## src/rtl/rle8_pkg.sv

```systemverilog
`timescale 1ns / 1ps

package rle8_pkg;

    // longest run one count byte can hold
    localparam logic [7:0] RUN_LIMIT = 8'd255;

    // escape bytes of the encoded stream
    localparam logic [7:0] ESC_MARK = 8'h00;
    localparam logic [7:0] ESC_EOL  = 8'h00;
    localparam logic [7:0] ESC_EOI  = 8'h01;

    // most bytes one pixel can produce: closed run, final run, end of row, end of image
    localparam int MAX_BYTES = 8;
    localparam int IDX_W     = $clog2(MAX_BYTES);
    localparam int CNT_W     = $clog2(MAX_BYTES + 1);

    // bytes produced by one pixel, lowest entry goes out first
    typedef struct packed {
        logic [MAX_BYTES-1:0][7:0] bytes;
        logic [CNT_W-1:0]          cnt;
    } t_pack;

endpackage

```

## src/rtl/rle8_if.sv

```systemverilog
`timescale 1ns / 1ps

// pixel request channel
interface rle8_pix_if;
    logic       valid;
    logic       ready;
    logic [7:0] pixel;
    logic       row_end;
    logic       image_end;

    modport source (output valid, output pixel, output row_end, output image_end,
                    input ready);
    modport sink   (input valid, input pixel, input row_end, input image_end,
                    output ready);
endinterface

// encoded byte channel
interface rle8_byte_if;
    logic       valid;
    logic       ready;
    logic [7:0] out_byte;
    logic       last;

    modport source (output valid, output out_byte, output last, input ready);
    modport sink   (input valid, input out_byte, input last, output ready);
endinterface

```

## src/rtl/rle8_run_encoder.sv

```systemverilog
`timescale 1ns / 1ps

// rle8 run encoder: takes one 8-bit palette-index pixel per request, with
// row-end and image-end marks, and produces the encoded-mode byte stream of
// bmp rle8 as (count, value) pairs. a run is closed by a change of value, by
// one more equal pixel once it holds 255, or by a row end; a row end adds the
// escape pair 0,0 and an image end (which also ends the row) adds 0,1 after
// it. a pixel that only extends a run produces no bytes. the last byte caused
// by each pixel carries last=1. a pixel request is taken in every cycle while
// the output side keeps up; the byte port moves one byte per cycle while the
// sink is ready, so a pixel that produces k bytes holds the output until all
// k are out (2 for a plain run change, up to 8 at an image end); the input
// stalls only when the pending pack register and the output shift register
// are both occupied; bytes go via the pack register to the shifter. no parameters.
module rle8_run_encoder (
    input  logic         i_clk,
    input  logic         i_rst_n,
    rle8_pix_if.sink     i_pix,
    rle8_byte_if.source  o_byte
);

    // run state
    logic [7:0] r_prev;
    logic [7:0] r_run;
    logic       r_open;
    logic [7:0] n_prev;
    logic [7:0] n_run;
    logic       n_open;

    // pack computed from the accepted pixel
    rle8_pkg::t_pack n_pack;

    // stage a: pack waiting for the output shifter
    rle8_pkg::t_pack r_a;
    logic            r_a_valid;

    // stage b: output shifter, entry 0 is on the port
    logic [rle8_pkg::MAX_BYTES-1:0][7:0] r_b_bytes;
    logic [rle8_pkg::CNT_W-1:0]          r_b_cnt;
    logic                                r_b_valid;

    logic accept;
    logic take;
    logic b_done;
    logic a_move;

    assign take   = o_byte.valid && o_byte.ready;
    assign b_done = take && (r_b_cnt == rle8_pkg::CNT_W'(1));
    // the pack moves down when the shifter is empty or hands out its last byte now
    assign a_move = r_a_valid && (!r_b_valid || b_done);

    assign i_pix.ready = !r_a_valid || a_move;
    assign accept      = i_pix.valid && i_pix.ready;

    assign o_byte.valid    = r_b_valid;
    assign o_byte.out_byte = r_b_bytes[0];
    assign o_byte.last     = (r_b_cnt == rle8_pkg::CNT_W'(1));

    // run update and byte list for one pixel
    always_comb begin
        logic [rle8_pkg::CNT_W-1:0] idx;
        logic                       ends;
        idx    = '0;
        ends   = i_pix.row_end || i_pix.image_end;
        n_pack = '0;
        n_prev = r_prev;
        n_run  = r_run;
        n_open = r_open;

        priority if (!r_open) begin
            // first pixel of a row opens a run
            n_prev = i_pix.pixel;
            n_run  = 8'd1;
            n_open = 1'b1;
        end else if (i_pix.pixel == r_prev) begin
            if (r_run >= rle8_pkg::RUN_LIMIT) begin
                // full run goes out, the pixel starts a new one
                n_pack.bytes[idx[rle8_pkg::IDX_W-1:0]] = rle8_pkg::RUN_LIMIT;
                idx = idx + rle8_pkg::CNT_W'(1);
                n_pack.bytes[idx[rle8_pkg::IDX_W-1:0]] = i_pix.pixel;
                idx = idx + rle8_pkg::CNT_W'(1);
                n_run = 8'd1;
            end else begin
                n_run = r_run + 8'd1;
            end
        end else begin
            // value changed: close the open run
            n_pack.bytes[idx[rle8_pkg::IDX_W-1:0]] = r_run;
            idx = idx + rle8_pkg::CNT_W'(1);
            n_pack.bytes[idx[rle8_pkg::IDX_W-1:0]] = r_prev;
            idx = idx + rle8_pkg::CNT_W'(1);
            n_prev = i_pix.pixel;
            n_run  = 8'd1;
        end

        if (ends) begin
            // flush the run, then end of row
            n_pack.bytes[idx[rle8_pkg::IDX_W-1:0]] = n_run;
            idx = idx + rle8_pkg::CNT_W'(1);
            n_pack.bytes[idx[rle8_pkg::IDX_W-1:0]] = n_prev;
            idx = idx + rle8_pkg::CNT_W'(1);
            n_pack.bytes[idx[rle8_pkg::IDX_W-1:0]] = rle8_pkg::ESC_MARK;
            idx = idx + rle8_pkg::CNT_W'(1);
            n_pack.bytes[idx[rle8_pkg::IDX_W-1:0]] = rle8_pkg::ESC_EOL;
            idx = idx + rle8_pkg::CNT_W'(1);
            if (i_pix.image_end) begin
                n_pack.bytes[idx[rle8_pkg::IDX_W-1:0]] = rle8_pkg::ESC_MARK;
                idx = idx + rle8_pkg::CNT_W'(1);
                n_pack.bytes[idx[rle8_pkg::IDX_W-1:0]] = rle8_pkg::ESC_EOI;
                idx = idx + rle8_pkg::CNT_W'(1);
            end
            n_open = 1'b0;
            n_run  = 8'd0;
            n_prev = 8'd0;
        end
        n_pack.cnt = idx;
    end

    // run state advances on every accepted pixel
    always_ff @(posedge i_clk) begin
        if (!i_rst_n) begin
            r_prev <= '0;
            r_run  <= '0;
            r_open <= 1'b0;
        end else if (accept) begin
            r_prev <= n_prev;
            r_run  <= n_run;
            r_open <= n_open;
        end
    end

    // stage a: only packs with bytes are kept
    always_ff @(posedge i_clk) begin
        if (!i_rst_n) begin
            r_a_valid <= 1'b0;
        end else begin
            r_a_valid <= (r_a_valid && !a_move) || (accept && (n_pack.cnt != '0));
        end
    end

    always_ff @(posedge i_clk) begin
        if (accept && (n_pack.cnt != '0)) begin
            r_a <= n_pack;
        end
    end

    // stage b: load a pack or shift one byte out per taken request
    always_ff @(posedge i_clk) begin
        if (!i_rst_n) begin
            r_b_valid <= 1'b0;
            r_b_cnt   <= '0;
        end else if (a_move) begin
            r_b_valid <= 1'b1;
            r_b_cnt   <= r_a.cnt;
        end else if (take) begin
            r_b_cnt <= r_b_cnt - rle8_pkg::CNT_W'(1);
            if (b_done) begin
                r_b_valid <= 1'b0;
            end
        end
    end

    always_ff @(posedge i_clk) begin
        if (a_move) begin
            r_b_bytes <= r_a.bytes;
        end else if (take) begin
            r_b_bytes <= r_b_bytes >> 8;
        end
    end

endmodule
```

## src/flat_wrapper.sv

```systemverilog
// flat-port wrapper written by rule: the top's interface ports become plain ports
module rle8_run_encoder_flat 
  (i_clk, i_rst_n, i_pix_valid, i_pix_pixel, i_pix_row_end, i_pix_image_end, i_pix_ready, o_byte_valid, o_byte_out_byte, o_byte_last, o_byte_ready);
  rle8_pix_if i_pix_i ();
  rle8_byte_if o_byte_i ();
  input  logic i_clk;
  input  logic i_rst_n;
  input wire logic [$bits(i_pix_i.valid)-1:0] i_pix_valid;
  input wire logic [$bits(i_pix_i.pixel)-1:0] i_pix_pixel;
  input wire logic [$bits(i_pix_i.row_end)-1:0] i_pix_row_end;
  input wire logic [$bits(i_pix_i.image_end)-1:0] i_pix_image_end;
  output wire logic [$bits(i_pix_i.ready)-1:0] i_pix_ready;
  output wire logic [$bits(o_byte_i.valid)-1:0] o_byte_valid;
  output wire logic [$bits(o_byte_i.out_byte)-1:0] o_byte_out_byte;
  output wire logic [$bits(o_byte_i.last)-1:0] o_byte_last;
  input wire logic [$bits(o_byte_i.ready)-1:0] o_byte_ready;
  assign i_pix_i.valid = i_pix_valid;
  assign i_pix_i.pixel = i_pix_pixel;
  assign i_pix_i.row_end = i_pix_row_end;
  assign i_pix_i.image_end = i_pix_image_end;
  assign i_pix_ready = i_pix_i.ready;
  assign o_byte_valid = o_byte_i.valid;
  assign o_byte_out_byte = o_byte_i.out_byte;
  assign o_byte_last = o_byte_i.last;
  assign o_byte_i.ready = o_byte_ready;
  rle8_run_encoder u_core (.i_clk(i_clk), .i_rst_n(i_rst_n), .i_pix(i_pix_i), .o_byte(o_byte_i));
endmodule
```

## config.mk

```make
export PLATFORM = sky130hd
export DESIGN_NAME = rle8_run_encoder_flat
export DESIGN_NICKNAME = d
export VERILOG_FILES = /design/src/rtl/rle8_pkg.sv /design/src/rtl/rle8_if.sv /design/src/rtl/rle8_run_encoder.sv /design/src/flat_wrapper.sv
export SDC_FILE = /design/constraint.sdc
export NUM_CORES = 1
export LEC_CHECK = 0
export ABC_AREA = 1
export BUFFER_PORTS_ARGS = -buffer_cell sky130_fd_sc_hd__buf_2
export CORE_ASPECT_RATIO = 1.4
export CORE_UTILIZATION = 65
export DETAILED_ROUTE_END_ITERATION = 10
export MAX_ROUTING_LAYER = met4
export PLACE_DENSITY = 0.95
export SYNTH_ARGS = -nofsm -noshare
export SYNTH_HDL_FRONTEND = slang
export SYNTH_SLANG_ARGS = --single-unit
export TNS_END_PERCENT = 100
```

## constraint.sdc

```tcl
create_clock -name i_clk -period 7.2 [get_ports i_clk]
set_input_delay 0.72 -clock i_clk [delete_from_list [all_inputs] [get_ports i_clk]]
set_output_delay 0.72 -clock i_clk [all_outputs]
set_load 0.005 [all_outputs]
```

Word level (Yosys, flattened, before mapping)
Index checks and enable logic that the tools add are counted.
{"block": "word_totals", "register_bits": 155, "input_bits": 14, "out_inout_bits": 11}
{"block": "classes", "n_addsub": 8, "order_cmp": 13, "eq_ne": 2, "n_mux": 39, "bitwise_logic": 9, "n_reduce_logical": 23}
{"operator": "AND 64 bit", "n": 3}
{"operator": "two-way mux 64 bit", "n": 3}
{"operator": "inverter 64 bit", "n": 3}
{"operator": "demux 8 bit (select 3 bit)", "n": 6}
{"operator": "bitwise mux 64 bit", "n": 2}
{"operator": "two-way mux 8 bit", "n": 13}
{"operator": "two-way mux 16 bit", "n": 4}
{"operator": "AND 56 bit", "n": 1}
{"operator": "inverter 56 bit", "n": 1}
{"operator": "adder 4 x 1 -> 4 bit, second input constant", "n": 6}
{"operator": "less-than comparator 3 x 4 -> 1 bit, second input constant", "n": 6}
{"operator": "two-way mux 4 bit", "n": 5}
{"operator": "greater-or-equal comparator 3 x 1 -> 1 bit, second input constant", "n": 6}
{"operator": "logical AND 1 bit", "n": 12}
{"operator": "adder 8 x 1 -> 8 bit, second input constant", "n": 1}
{"operator": "== test 8 bit", "n": 1}
{"operator": "greater-or-equal comparator 8 bit, second input constant", "n": 1}
{"operator": "bitwise OR 8 bit", "n": 1}
{"operator": "== test 4 x 1 -> 1 bit, second input constant", "n": 1}
{"operator": "logical OR 1 bit", "n": 4}
{"operator": "two-way mux 1 bit", "n": 4}
{"operator": "two-way mux 2 bit", "n": 2}
{"operator": "nonzero test 2 bit", "n": 2}
{"operator": "nonzero test 4 bit", "n": 1}
{"operator": "other kinds (3)", "n": 5}

Logic depth before layout (Yosys ltp)
{"block": "depth", "ltp_word": 17, "depth_mapped": 12, "ltp_nobuf": 12}

Least setup slack after synthesis
OpenSTA, ideal clock, no wires.
{"block": "synth_timing", "path_kind": "input to register", "start": "input port i_pix_pixel[2]", "end": "register u_core.r_a[10] in the netlist's numbering (enable)", "arrival_ps": 2116, "required_ps": 6808, "path_slack_ps": 4693, "path_stages": 11, "cell_sequence": "inv_2 -> nand2_1 -> nand2_1 -> clkinv_1 -> nand2_2 -> nor2_1 -> nand2_2 -> nand2_2 -> nand3_2 -> nand2_2 -> inv_1"}
{"block": "synth_via", "elab_chain_len": 13}
{"element": "start: declaration", "line_no": "flat_wrapper.sv:9", "source": "input wire logic [$bits(i_pix_i.pixel)-1:0] i_pix_pixel;"}
{"element": "== test 8 bit *", "line_no": "rle8_run_encoder.sv:75", "source": "end else if (i_pix.pixel == r_prev) begin"}
{"element": "two-way mux 2 bit *", "line_no": "rle8_run_encoder.sv:75"}
{"element": "two-way mux 4 bit *", "line_no": "rle8_run_encoder.sv:70", "source": "priority if (!r_open) begin"}
{"element": "adder 4 x 1 -> 4 bit", "line_no": "rle8_run_encoder.sv:99", "source": "idx = idx + rle8_pkg::CNT_W'(1);"}
{"element": "adder 4 x 1 -> 4 bit", "line_no": "rle8_run_encoder.sv:101", "source": "idx = idx + rle8_pkg::CNT_W'(1);"}
{"element": "adder 4 x 1 -> 4 bit", "line_no": "rle8_run_encoder.sv:103", "source": "idx = idx + rle8_pkg::CNT_W'(1);"}
{"element": "adder 4 x 1 -> 4 bit", "line_no": "rle8_run_encoder.sv:105", "source": "idx = idx + rle8_pkg::CNT_W'(1);"}
{"element": "adder 4 x 1 -> 4 bit", "line_no": "rle8_run_encoder.sv:108", "source": "idx = idx + rle8_pkg::CNT_W'(1);"}
{"element": "adder 4 x 1 -> 4 bit", "line_no": "rle8_run_encoder.sv:110", "source": "idx = idx + rle8_pkg::CNT_W'(1);"}
{"element": "two-way mux 4 bit", "line_no": "rle8_run_encoder.sv:106", "source": "if (i_pix.image_end) begin"}
{"element": "two-way mux 4 bit *", "line_no": "rle8_run_encoder.sv:96", "source": "if (ends) begin"}
{"element": "nonzero test 4 bit *", "line_no": "rle8_run_encoder.sv:142", "source": "if (accept && (n_pack.cnt != '0)) begin"}
{"element": "logical AND 1 bit *", "line_no": "rle8_run_encoder.sv:142"}
{"element": "end signal: assignment", "line_no": "rle8_run_encoder.sv:143", "source": "r_a <= n_pack;"}
{"element": "end: declaration", "line_no": "rle8_run_encoder.sv:34", "source": "rle8_pkg::t_pack r_a;"}
Every way passes the cells marked *; elsewhere a longest branch is shown, timed or not.
A chain may end at the register's enable or synchronous reset.

Worst setup path after layout
{"block": "layout_timing", "start": "register u_core.r_b_cnt[1] in the netlist's numbering", "end": "register u_core.r_b_cnt[2] in the netlist's numbering"}
{"block": "layout_via", "elab_chain_len": 5, "elab_cells_between_ends": 8, "cone_classes": "add/sub: 1; eq/ne: 1; mux: 2; reduce/logical: 4"}
{"element": "start: declaration", "line_no": "rle8_run_encoder.sv:39", "source": "logic [rle8_pkg::CNT_W-1:0] r_b_cnt;"}
{"element": "start signal: assignment", "line_no": "rle8_run_encoder.sv:154", "source": "r_b_cnt <= r_a.cnt;"}
{"element": "start signal: assignment", "line_no": "rle8_run_encoder.sv:156", "source": "r_b_cnt <= r_b_cnt - rle8_pkg::CNT_W'(1);"}
{"element": "parallel branches: the longest is 5 deep, another holds subtractor 4 x 1 -> 4 bit"}
Several ways; the timed one is not identified. The select of a mux whose other input is x is not followed.

==> results_dict.tcl <==
set metrics [dict create \
    cts_setup_buffers 0 \
    reg2reg_from "u_core.r_b_cnt[1]" \
    timing.reg2reg.setup_slack_ns 4.72 \
    final_nets 516 \
    finClkSkew_ns 0.008790 \
    path_clk_slew_ns 0.10 \
    die_x_um 71.91 \
    antenna_found_initial 0 \
    pin_count 25 \
    hold_viol 0 \
    max_slew_margin_pct 43.34 \
    start_util_pct 67.25 \
    busiest_layer "met2" \
    drt_first_pass_iters 5 \
    drc 0 \
    cts_buffers 9 \
    antenna_cells 0 \
    status "complete, no violations" \
    hpwl_mm 5.686 \
    startpoint_type "flip-flop" \
    finalCritPeriodShare_pct 34.47 \
    grt_pass1_vias 3030 \
    synthFlopType "edfxtp_1" \
    grt_start_max_net_pins 45 \
    path_class "reg -> reg" \
    synth_area_sq_mm 0.004447 \
    synth_edf_count 73 \
    clock_path_buffers 2 \
    drt_iter0_drc 225 \
    die_h_um 99.87 \
    die_area_sq_mm 0.007181 \
    worst_pin_slew_ns 0.8490 \
    cts_sinks 96 \
    grtUsageMet3_pct 5.422 \
    clk_latency_ns 0.36 \
    worstPathMaxFanout 41 \
    required_ns 7.47 \
    htree_levels 3 \
    io_buffer_count 24 \
    power_density_mw_per_mm2 229.7 \
    hp-class "reg -> reg" \
    row_count 35 \
    cp.arrival_ns 2.75 \
    globalRouteOverflowTotal 0 \
    ant_nets 0 \
    ys_warn_count 0 \
    yosysUniqueCellTypes 31 \
    grt_pass1_wl_mm 13.91 \
    ys_seq_elements 96 \
    synth_area_per_cell_sq_um 9.342 \
    hold_buffers 0 \
    post_drt_wl_per_cell_um 13.94 \
    ctsResizeCount 0 \
    grtUsageTotal_pct 26.70 \
    max_freq_mhz 402.9 \
    via_per_inst 5.353 \
    drive_above_1_share_pct 14.71 \
    p_leak_nw 1.975 \
    setup_viol 0 \
    async_reset_ff_share_pct 0 \
    hp-start "u_core.r_run[7]" \
    grt_use_met1_pct 30.70 \
    finalMaxSlewViolations 0 \
    ir_drop_uv 145.4 \
    period_minus_slack_ns 2.482 \
    crit_path_end_kind "flip-flop" \
    critPathLaunch "u_core.r_b_cnt[1]" \
    area_growth_pct 7.484 \
    cts_root_buf "clkbuf_8" \
    postLayoutCoreUtil_pct 72.28 \
    ys_seq_area_share_pct 59.65 \
    cts_tree "built" \
    fin_area_sq_mm 0.004780 \
    tns_ns 0 \
    drt-total-wl_mm 8.295 \
    placed_area_sq_mm 0.004593 \
    cap_viol_max_count 0 \
    timing.hold.ws_ns 0.4908 \
    synthCells 476 \
    place_congestion 0.8853 \
    core_sq_mm 0.006613 \
    rsz0062_at_grt "no" \
    vias 3185 \
    total_power_mw 1.098 \
    use_met2_pct 45.21 \
]
[per-layer routing]
layer  routed length (um)  vias up
met2                 4325      120
met3                  406       20
met1                 3362     1468
met5                    0        -
li1                     -     1577
met4                  200        0
[area by class of cell]
| class | count | area (sq um) |
|---|---|---|
| Sequential cell | 96 | 2653 |
| Fill cell | 438 | 1833 |
| Multi-Input combinational cell | 308 | 1468 |
| Inverter | 56 | 215.2 |
| Timing Repair Buffer | 27 | 142.6 |
| Clock buffer | 9 | 123.9 |
| Tap cell | 92 | 115.1 |
| Clock inverter | 7 | 62.56 |
[worst paths after layout]
path / to / cells after the start
worst min-delay path: u_core.r_run[7] / 2
worst min register to register: u_core.r_run[7] / 2
worst max-delay path: u_core.r_b_cnt[2] / 12
worst max register to register: u_core.r_b_cnt[2] / 12
[power by group]
part           leakage, nW  total [mW]  switching [mW]  internal [mW]
Combinational        0.984       0.111          0.0769         0.0340
Clock               0.0984       0.334           0.200          0.134
Sequential           0.893       0.653          0.0134          0.639
[cell families (layout without fill, tap and decap cells)]
logic type | after synthesis | count (layout) | share of synthesized area (%)
buf+inv | 77 | 99 | 7.935
other cells | 1 | 6 | 0.08433
xor+xnor | 10 | 10 | 1.970
flops | 96 | 96 | 59.65
fa+ha+maj | 4 | 4 | 1.126
simple gates | 235 | 235 | 22.79
compound gates | 53 | 53 | 6.443
[flip-flops by register name, indices dropped and copies added (netlist names)]
signal                  count
u_core.r_prev               8
u_core.r_open               1
u_core.r_b_bytes           28
u_core.r_b_cnt              4
u_core.r_run                8
u_core.r_a_valid            1
u_core.o_byte.valid         1
u_core.o_byte.out_byte      8
u_core.r_a                 37
[metrics by stage]
step	setup slack [ns]	cells
after floorplan	4.693	481
after global placement	4.696	579
after detailed placement	4.540	579
after CTS	4.768	595
after global routing	4.524	595
final	4.718	595
[critical path: stages, from the launching register on]
cell     delay, ns
dfxtp_1       0.31
inv_1         0.10
ha_1          0.20
nand4_1       0.15
nand2_1       0.13
nand2_1       0.07
buf_4         0.26
inv_1         0.68
o21ai_0       0.17
nand2_1       0.10
o21ai_0       0.09
nand2_1       0.08
inv_1         0.03
[cells in the mapped netlist, types with 3 or more instances]
library cell | number | area share (%)
xnor2_1 | 3 | 0.59
inv_1 | 43 | 3.6
xor2_1 | 7 | 1.4
nand3_2 | 3 | 0.68
edfxtp_1 | 73 | 49
a21oi_1 | 25 | 2.8
buf_4 | 14 | 2.4
nor3_1 | 9 | 1.0
ha_1 | 4 | 1.1
nand4_1 | 3 | 0.42
nand2_2 | 7 | 0.98
inv_2 | 8 | 0.68
buf_2 | 5 | 0.56
dfxtp_1 | 23 | 10
nor2_1 | 29 | 2.4
nand2_4 | 3 | 0.76
nand3_1 | 19 | 2.1
o21ai_0 | 17 | 1.9
clkinv_1 | 4 | 0.34
nand2_1 | 154 | 13
o22ai_1 | 4 | 0.56
nor2_2 | 6 | 0.84
[layout by cell type (no fill, tap or decap), types with 3 or more instances in the layout]
cell type	count
nand2_1	154
edfxtp_1	73
inv_1	43
nor2_1	29
a21oi_1	25
buf_2	24
dfxtp_1	23
nand3_1	19
o21ai_0	17
nor3_1	9
clkbuf_8	9
inv_2	8
nand2_2	7
xor2_1	7
nor2_2	6
conb_1	6
clkinv_1	4
o22ai_1	4
inv_6	4
ha_1	4
xnor2_1	3
nand3_2	3
nand2_4	3
nand4_1	3
buf_4	3
No activity file was read; power rests on OpenSTA's default activity.
